==> src/hw/rtl/ilha_pkg.sv <==
// Package with the shared types and codes of the implicit list heap allocator.
`timescale 1ns / 1ps

package ilha_pkg;

    localparam logic OP_ALLOC = 1'b0;
    localparam logic OP_FREE  = 1'b1;

    localparam logic [1:0] ST_DONE    = 2'd0;
    localparam logic [1:0] ST_NOFIT   = 2'd1;
    localparam logic [1:0] ST_IGNORED = 2'd2;

    typedef enum logic [4:0] {
        S_INIT_H,
        S_INIT_F,
        S_IDLE,
        S_DISPATCH,
        S_A_WALK,
        S_A_W0,
        S_A_W1,
        S_A_W2,
        S_A_W3,
        S_F_WALK,
        S_F_W0,
        S_F_W1,
        S_F_RN,
        S_F_RP,
        S_F_RPH,
        S_F_MRG,
        S_F_MW0,
        S_F_MW1,
        S_RES_OK,
        S_RES_GRANT,
        S_RES_FAIL,
        S_RES_IGN
    } state_t;

    typedef enum logic [4:0] {
        CMD_NOP,
        CMD_INIT_HDR,
        CMD_INIT_FTR,
        CMD_LOAD,
        CMD_WALK_START,
        CMD_WALK_STEP,
        CMD_TAKE,
        CMD_WR_A0,
        CMD_WR_A1,
        CMD_WR_A2,
        CMD_WR_A3,
        CMD_WR_F0,
        CMD_WR_F1,
        CMD_RD_NXT,
        CMD_RD_PFT,
        CMD_RD_PHD,
        CMD_MERGE,
        CMD_WR_M0,
        CMD_WR_M1,
        CMD_RES_OK,
        CMD_RES_GRANT,
        CMD_RES_FAIL,
        CMD_RES_IGN
    } dp_cmd_t;

    typedef struct packed {
        logic op;
        logic req_zero;
        logic ap_bad;
        logic sz_zero;
        logic fit;
        logic walk_end_alloc;
        logic is_hdr;
        logic walk_end_free;
        logic split;
    } dp_stat_t;

endpackage

==> src/hw/rtl/ilha_ctrl.sv <==
// Controller state machine that sequences the allocator datapath.
`timescale 1ns / 1ps

module ilha_ctrl (
    input  logic               clk,
    input  logic               rst_n,
    input  logic               in_valid,
    output logic               in_ready,
    output logic               out_valid,
    input  logic               out_ready,
    input  ilha_pkg::dp_stat_t stat,
    output ilha_pkg::dp_cmd_t  cmd
);

    ilha_pkg::state_t state_reg, state_next;
    logic             ov_reg, ov_next;
    logic             slot;

    assign slot      = !ov_reg || out_ready;
    assign out_valid = ov_reg;
    assign in_ready  = (state_reg == ilha_pkg::S_IDLE);

    always_ff @(posedge clk or negedge rst_n)
    begin
        if (!rst_n)
        begin
            state_reg <= ilha_pkg::S_INIT_H;
            ov_reg    <= 1'b0;
        end
        else
        begin
            state_reg <= state_next;
            ov_reg    <= ov_next;
        end
    end

    always_comb
    begin
        state_next = state_reg;
        case (state_reg)
            ilha_pkg::S_INIT_H: state_next = ilha_pkg::S_INIT_F;
            ilha_pkg::S_INIT_F: state_next = ilha_pkg::S_IDLE;
            ilha_pkg::S_IDLE:
            begin
                if (in_valid)
                begin
                    state_next = ilha_pkg::S_DISPATCH;
                end
            end
            ilha_pkg::S_DISPATCH:
            begin
                if (stat.op == ilha_pkg::OP_ALLOC)
                begin
                    state_next = stat.req_zero ? ilha_pkg::S_RES_FAIL : ilha_pkg::S_A_WALK;
                end
                else
                begin
                    state_next = stat.ap_bad ? ilha_pkg::S_RES_IGN : ilha_pkg::S_F_WALK;
                end
            end
            ilha_pkg::S_A_WALK:
            begin
                if (stat.sz_zero)
                begin
                    state_next = ilha_pkg::S_RES_FAIL;
                end
                else if (stat.fit)
                begin
                    state_next = ilha_pkg::S_A_W0;
                end
                else if (stat.walk_end_alloc)
                begin
                    state_next = ilha_pkg::S_RES_FAIL;
                end
            end
            ilha_pkg::S_A_W0: state_next = ilha_pkg::S_A_W1;
            ilha_pkg::S_A_W1:
            begin
                state_next = stat.split ? ilha_pkg::S_A_W2 : ilha_pkg::S_RES_GRANT;
            end
            ilha_pkg::S_A_W2: state_next = ilha_pkg::S_A_W3;
            ilha_pkg::S_A_W3: state_next = ilha_pkg::S_RES_GRANT;
            ilha_pkg::S_F_WALK:
            begin
                if (stat.is_hdr)
                begin
                    state_next = ilha_pkg::S_F_W0;
                end
                else if (stat.sz_zero || stat.walk_end_free)
                begin
                    state_next = ilha_pkg::S_RES_IGN;
                end
            end
            ilha_pkg::S_F_W0:  state_next = ilha_pkg::S_F_W1;
            ilha_pkg::S_F_W1:  state_next = ilha_pkg::S_F_RN;
            ilha_pkg::S_F_RN:  state_next = ilha_pkg::S_F_RP;
            ilha_pkg::S_F_RP:  state_next = ilha_pkg::S_F_RPH;
            ilha_pkg::S_F_RPH: state_next = ilha_pkg::S_F_MRG;
            ilha_pkg::S_F_MRG: state_next = ilha_pkg::S_F_MW0;
            ilha_pkg::S_F_MW0: state_next = ilha_pkg::S_F_MW1;
            ilha_pkg::S_F_MW1: state_next = ilha_pkg::S_RES_OK;
            ilha_pkg::S_RES_OK, ilha_pkg::S_RES_GRANT,
            ilha_pkg::S_RES_FAIL, ilha_pkg::S_RES_IGN:
            begin
                if (slot)
                begin
                    state_next = ilha_pkg::S_IDLE;
                end
            end
            default: state_next = ilha_pkg::S_IDLE;
        endcase
    end

    always_comb
    begin
        cmd     = ilha_pkg::CMD_NOP;
        ov_next = ov_reg && !out_ready;
        case (state_reg)
            ilha_pkg::S_INIT_H: cmd = ilha_pkg::CMD_INIT_HDR;
            ilha_pkg::S_INIT_F: cmd = ilha_pkg::CMD_INIT_FTR;
            ilha_pkg::S_IDLE:
            begin
                if (in_valid)
                begin
                    cmd = ilha_pkg::CMD_LOAD;
                end
            end
            ilha_pkg::S_DISPATCH:
            begin
                if (!(stat.op == ilha_pkg::OP_ALLOC ? stat.req_zero : stat.ap_bad))
                begin
                    cmd = ilha_pkg::CMD_WALK_START;
                end
            end
            ilha_pkg::S_A_WALK:
            begin
                if (!stat.sz_zero && stat.fit)
                begin
                    cmd = ilha_pkg::CMD_TAKE;
                end
                else if (!stat.sz_zero && !stat.walk_end_alloc)
                begin
                    cmd = ilha_pkg::CMD_WALK_STEP;
                end
            end
            ilha_pkg::S_A_W0: cmd = ilha_pkg::CMD_WR_A0;
            ilha_pkg::S_A_W1: cmd = ilha_pkg::CMD_WR_A1;
            ilha_pkg::S_A_W2: cmd = ilha_pkg::CMD_WR_A2;
            ilha_pkg::S_A_W3: cmd = ilha_pkg::CMD_WR_A3;
            ilha_pkg::S_F_WALK:
            begin
                if (stat.is_hdr)
                begin
                    cmd = ilha_pkg::CMD_TAKE;
                end
                else if (!stat.sz_zero && !stat.walk_end_free)
                begin
                    cmd = ilha_pkg::CMD_WALK_STEP;
                end
            end
            ilha_pkg::S_F_W0:  cmd = ilha_pkg::CMD_WR_F0;
            ilha_pkg::S_F_W1:  cmd = ilha_pkg::CMD_WR_F1;
            ilha_pkg::S_F_RN:  cmd = ilha_pkg::CMD_RD_NXT;
            ilha_pkg::S_F_RP:  cmd = ilha_pkg::CMD_RD_PFT;
            ilha_pkg::S_F_RPH: cmd = ilha_pkg::CMD_RD_PHD;
            ilha_pkg::S_F_MRG: cmd = ilha_pkg::CMD_MERGE;
            ilha_pkg::S_F_MW0: cmd = ilha_pkg::CMD_WR_M0;
            ilha_pkg::S_F_MW1: cmd = ilha_pkg::CMD_WR_M1;
            ilha_pkg::S_RES_OK:
            begin
                if (slot)
                begin
                    cmd     = ilha_pkg::CMD_RES_OK;
                    ov_next = 1'b1;
                end
            end
            ilha_pkg::S_RES_GRANT:
            begin
                if (slot)
                begin
                    cmd     = ilha_pkg::CMD_RES_GRANT;
                    ov_next = 1'b1;
                end
            end
            ilha_pkg::S_RES_FAIL:
            begin
                if (slot)
                begin
                    cmd     = ilha_pkg::CMD_RES_FAIL;
                    ov_next = 1'b1;
                end
            end
            ilha_pkg::S_RES_IGN:
            begin
                if (slot)
                begin
                    cmd     = ilha_pkg::CMD_RES_IGN;
                    ov_next = 1'b1;
                end
            end
            default: cmd = ilha_pkg::CMD_NOP;
        endcase
    end

endmodule

==> config.mk <==
export PLATFORM = sky130hd
export DESIGN_NAME = ilha_ctrl
export DESIGN_NICKNAME = d
export VERILOG_FILES = /design/src/hw/rtl/ilha_pkg.sv /design/src/hw/rtl/ilha_ctrl.sv
export SDC_FILE = /design/constraint.sdc
export NUM_CORES = 1
export LEC_CHECK = 0
export ABC_AREA = 0
export ABC_CLOCK_PERIOD_IN_PS = 3100
export BUFFER_PORTS_ARGS = -buffer_cell sky130_fd_sc_hd__clkbuf_2
export CORE_ASPECT_RATIO = 1.1
export CORE_MARGIN = 2
export CORE_UTILIZATION = 57
export CTS_CLUSTER_SIZE = 12
export DETAILED_ROUTE_END_ITERATION = 10
export PLACE_DENSITY = 0.93
export SYNTH_ARGS = -nofsm -noshare
export SYNTH_HDL_FRONTEND = slang
export SYNTH_SLANG_ARGS = --single-unit
==> constraint.sdc <==
create_clock -name clk -period 3.1 [get_ports clk]
set_input_delay 0 -clock clk [delete_from_list [all_inputs] [get_ports clk]]
set_output_delay 0 -clock clk [all_outputs]
set_load 0.01 [all_outputs]
# After elaboration in Yosys (flattened, before gate mapping)
# Index checks and enable logic that the tools add are counted.
dict set report classes {
  n_eq_ne 25
  n_mux 26
  n_reduce_logical 14
}
# cell count
set op_table {}
lappend op_table {{5-bit case mux with 22 select lines} 1}
lappend op_table {{5-bit case mux with 18 select lines} 1}
lappend op_table {{5-bit 2-to-1 mux} 15}
lappend op_table {{5-bit by 4-bit == test with 1-bit output, second input constant} 8}
lappend op_table {{5-bit == test, second input constant} 6}
lappend op_table {{5-bit by 3-bit == test with 1-bit output, second input constant} 4}
lappend op_table {{3-bit 2-to-1 mux} 5}
lappend op_table {{5-bit by 2-bit == test with 1-bit output, second input constant} 2}
lappend op_table {{5-bit by 1-bit == test with 1-bit output, second input constant} 1}
lappend op_table {{1-bit zero test} 5}
lappend op_table {{5-bit zero test} 1}
lappend op_table {{1-bit logical AND} 4}
lappend op_table {{4-bit != test, second input constant} 1}
lappend op_table {{4-bit AND reduction} 1}
lappend op_table {{4-bit OR reduction} 1}
lappend op_table {{1-bit 2-to-1 mux} 3}
lappend op_table {{3-bit != test, second input constant} 1}
lappend op_table {{1-bit logical OR} 2}
lappend op_table {{2-bit 2-to-1 mux} 1}
lappend op_table {{2-bit by 1-bit != test with 1-bit output, second input constant} 1}
lappend op_table {{2-bit != test, second input constant} 1}
dict set report word_totals {
  ff_bits 6
  input_bits 13
  elab_cells 67
}

# Logic depth before layout (Yosys ltp)
dict set report depth {
  depth_word 5
  mapped_depth 6
  mapped_depth_nobuf 5
}

# Worst setup path after synthesis
# Ideal clock, no wire load.
dict set report synth_path {
  path_type {register -> register}
  startpoint {reg state_reg[2]}
  endpoint {reg state_reg[4]}
  setup_ns 0.120
  t_arrival_ns 1.336
  required_ns 2.980
  slack_ns 1.644
  path_stages_with_launch 4
  n_path_buf 0
  path_cell_list {dfrtp_1 or3_4 or3_1 a41o_1}
}
dict set report synth_via {
  elab_chain_len 4
}
# item line_no
set synth_lines {}
lappend synth_lines {{start: declaration} ilha_ctrl.sv:15} ;# ilha_pkg::state_t state_reg, state_next;
lappend synth_lines {{start signal: assignment} ilha_ctrl.sv:27} ;# state_reg <= ilha_pkg::S_INIT_H;
lappend synth_lines {{start signal: assignment} ilha_ctrl.sv:32} ;# state_reg <= state_next;
lappend synth_lines {{5-bit == test} ilha_ctrl.sv:40} ;# case (state_reg)
lappend synth_lines {{4-bit OR reduction (no source line)} n/a}
lappend synth_lines {{2-bit by 1-bit != test with 1-bit output (no source line)} n/a}
lappend synth_lines {{4-bit AND reduction (no source line)} n/a}
# Parallel ways exist; a longest one is shown, timed or not.
# A chain may end at the register's enable or synchronous reset.

# Worst setup path after layout
dict set report layout_path {
  startpoint {reg state_reg[2]}
  endpoint {out cmd[0]}
}
dict set report layout_via {
  elab_chain_len 2
}
# item line_no
set layout_lines {}
lappend layout_lines {{5-bit == test (tied with other cells)} ilha_ctrl.sv:118} ;# case (state_reg)
lappend layout_lines {{5-bit case mux with 22 select lines *} ilha_ctrl.sv:118}
lappend layout_lines {{end: declaration} ilha_ctrl.sv:12} ;# output ilha_pkg::dp_cmd_t cmd
# Every way passes the cells marked *; elsewhere a longest branch is shown, timed or not.

==> flow_summary.toml <==
[setup_path]
cp_top_family = "flip-flops"
r2r_cells = 4
startpoint_type = "register"
path_depth = 5
slowest_delay_ns = 0.85
cp_max_fo = 24
end_kind = "output port"
slowest_stage = "dfrtp_1"
critPathLaunch = "state_reg[2]"
critPathCapture = "cmd[0]"
r2r_slack_ns = 1.09
rr_startpoint = "state_reg[2]"
crit_required_ns = 3.10
worstPathCellList = "or2b_4 -> nor3_4 -> a21oi_1 -> o2111ai_1 -> clkbuf_2"
r2r-end = "state_reg[2]"
path_buf_inv = 1
worstSetupPathType = "reg2out"
arrival_ns = 2.26

[yosys]
syn_avg_cell_area_um2 = 6.83
synth_fp_nets = 139
yosys_warnings = 0
synth.area.top_cells = "dfrtp_1 (17%), nor2_1 (8.7%), a21oi_1 (7.6%)"
synth_seq_cells = 6
synthesis.area_um2 = 861
synth_top_area_share = 0.174
synthCells = 126
yosysSeqAreaShare = 0.174
yosysTopAreaCell = "dfrtp_1"
synth_cell_types = 42

[sta]
max_slew_margin = 0.475
min_period_ns = 2.26
layout_setup_ws_ns = 0.839
final.setup.tns_ns = 0
rsz0062_at_grt = "no"
fmax_mhz = 442
clock_skew_ns = 0.00681
finalSetupViolations = 0
hold_viol = 0
post-route-period-util = 0.729
report.final.slew_viol_count = 0
tightest_slew_ns = 0.787

[cells_and_area]
largest_reg_flops = 5
drive_gt1_frac = 0.213
num-fill-cells = 110
design_area_um2 = 966
nNetsFinal = 156
insertedDiodeCount = 0
synthToLayoutAreaGrowth_pct = 12.2

[clock_network]
cts_resized = 0
insertion_delay_ns = 0.26
htreeDepth = 1
cts_buffers = 3
root_buffer = "clkbuf_4"
holdBufCountCts = 1
postCtsSetupBuffers = 0
tritoncts = "done"
clk_pin_slew_ns = 0.05
cts_buffer_depth = 2
clock-sinks = 6

[floorplanning]
die_w_um = 41.1
placement_rows = 14
die_area_mm2 = 0.00184
start_util = 0.622
die_h_um = 44.8
io_pins = 20
coreArea_mm2 = 0.00138

[power]
switching_share = 0.556
leakage_nw = 0.426
seqPwrFrac = 0.279
comb_power_share = 0.637
peakVddDrop_mv = 0.509
pwr_density_cell_mw_per_mm2 = 966
clockPowerShare = 0.084
netSwitchingPower_mw = 0.518
p_int_mw = 0.414

[drt]
drc = 1
vias_per_cell = 6.89
vias = 1081
drt_iter0_markers = 70
antenna_left = 0
wirelength_mm = 2.65
wl_per_cell_um = 16.9
firstDrtPassIters = 8

[grt]
grt_pass1_wl_mm = 4.54
antenna_found_initial = 0
grtUsageTotal = 0.363
grt_pass1_vias = 1011
grt_max_degree = 25
grt.overflow.total = 0

[placed_design]
numPortBuffers = 19
gp_congestion = 0.930
place_area_um2 = 933
dp_hpwl_mm = 1.86
dp_slack_ns = 1.16

[run_status]
violations = "design-rule violations"
status = "finished with violations"

[flow_run]
maxCapViolations = 0

[hold_path]
hold_path.class = "in2async"
-- cell usage after synthesis --
cell type and count:
o311ai_0 1, a21o_1 2, o211ai_1 2, xor2_1 2, a311o_1 1, o22ai_1 3, nand3_1 2, o2bb2ai_1 1
or2_1 1, or2b_4 1, nor3_1 7, and2_0 1, inv_2 2, a21oi_1 13, or2_2 1, o311ai_1 2
nand2_1 11, buf_2 7, o21ai_0 3, nor3_4 1, nor2_1 20, a41o_1 1, or3_4 2, buf_4 1
a2111o_1 1, o2111ai_1 1, and3_1 1, a221oi_1 3, and2b_1 2, mux2i_1 2, a221o_2 1, nand4bb_1 1
nand4_1 1, nor2b_1 2, a211oi_1 1, inv_1 2, a32o_1 1, dfrtp_1 6, nor4b_1 1, o21ai_1 7
nand2b_1 4, or3_1 1
-- power groups by stage --
| stage | registers (mW) | clock network [mW] | logic, mW |
|---|---|---|---|
| finish | 0.260 | 0.0782 | 0.594 |
| global route | 0.268 | 0.0787 | 0.653 |
| CTS | 0.251 | 0.0742 | 0.581 |
| detailed placement | 0.253 | 0 | 0.575 |
| global placement | 0.245 | 0 | 0.549 |
| floorplan | 0.144 | 0 | 0.529 |
-- how the worst min path moves through the flow --
stage | depth (start not counted) | startpoint | slack (ns) | to
global placement | 1 | rst_n | -0.17 | state_reg[3]
global route | 2 | rst_n | 0.13 | state_reg[4]
detailed placement | 1 | rst_n | -0.16 | state_reg[0]
finish | 2 | rst_n | 0.1 | state_reg[4]
floorplan | 0 | rst_n | -0.30 | out_valid
CTS | 2 | rst_n | 0.11 | state_reg[4]
-- cells by family (layout without fill, tap and decap cells) --
logic type / after synthesis / after routing / share of synthesized area
mux: 2 / 2 / 0.0233
buf+inv: 12 / 27 / 0.0669
simple gates: 60 / 60 / 0.374
flops: 6 / 6 / 0.174
xor+xnor: 2 / 2 / 0.0204
compound gates: 44 / 44 / 0.342
-- area by class of cell --
cell class | count | area (um2) | area share
Tap cell | 16 | 20.0 | 0.0207
Sequential cell | 6 | 150 | 0.155
Inverter | 4 | 15.0 | 0.0155
Clock buffer | 3 | 22.5 | 0.0233
Timing Repair Buffer | 20 | 105 | 0.109
Multi-Input combinational cell | 108 | 653 | 0.676
-- stage by stage --
| stage | util | hold WS (ns) | power [mW] | cells |
|---|---|---|---|---|
| global route | 0.698 | 0.131 | 1.00 | 157 |
| floorplan | - | -0.296 | 0.673 | 126 |
| global placement | 0.675 | -0.173 | 0.794 | 153 |
| CTS | 0.698 | 0.113 | 0.906 | 157 |
| detailed placement | 0.675 | -0.163 | 0.827 | 153 |
| finish | 0.698 | 0.0994 | 0.933 | 157 |
-- layout by cell type (no fill, tap or decap), types with 2 or more instances in the layout --
cell,synthesis,routed
nor2_1,20,20
clkbuf_2,0,19
a21oi_1,13,13
nand2_1,11,11
o21ai_1,7,7
nor3_1,7,7
dfrtp_1,6,6
nand2b_1,4,4
o22ai_1,3,3
a221oi_1,3,3
o21ai_0,3,3
clkbuf_4,0,3
or3_4,2,2
inv_1,2,2
xor2_1,2,2
inv_2,2,2
nor2b_1,2,2
mux2i_1,2,2
o211ai_1,2,2
and2b_1,2,2
a21o_1,2,2
nand3_1,2,2
o311ai_1,2,2
-- metal layers --
| metal | global-route usage | wire (um) | up-vias |
|---|---|---|---|
| met5 | 0 | 0 | - |
| met4 | 0.227 | 133 | 0 |
| met3 | 0.0788 | 276 | 18 |
| met2 | 0.531 | 1220 | 98 |
| met1 | 0.470 | 1020 | 466 |
| li1 | - | - | 499 |
Note: power is estimated with default switching activity, not from simulation.
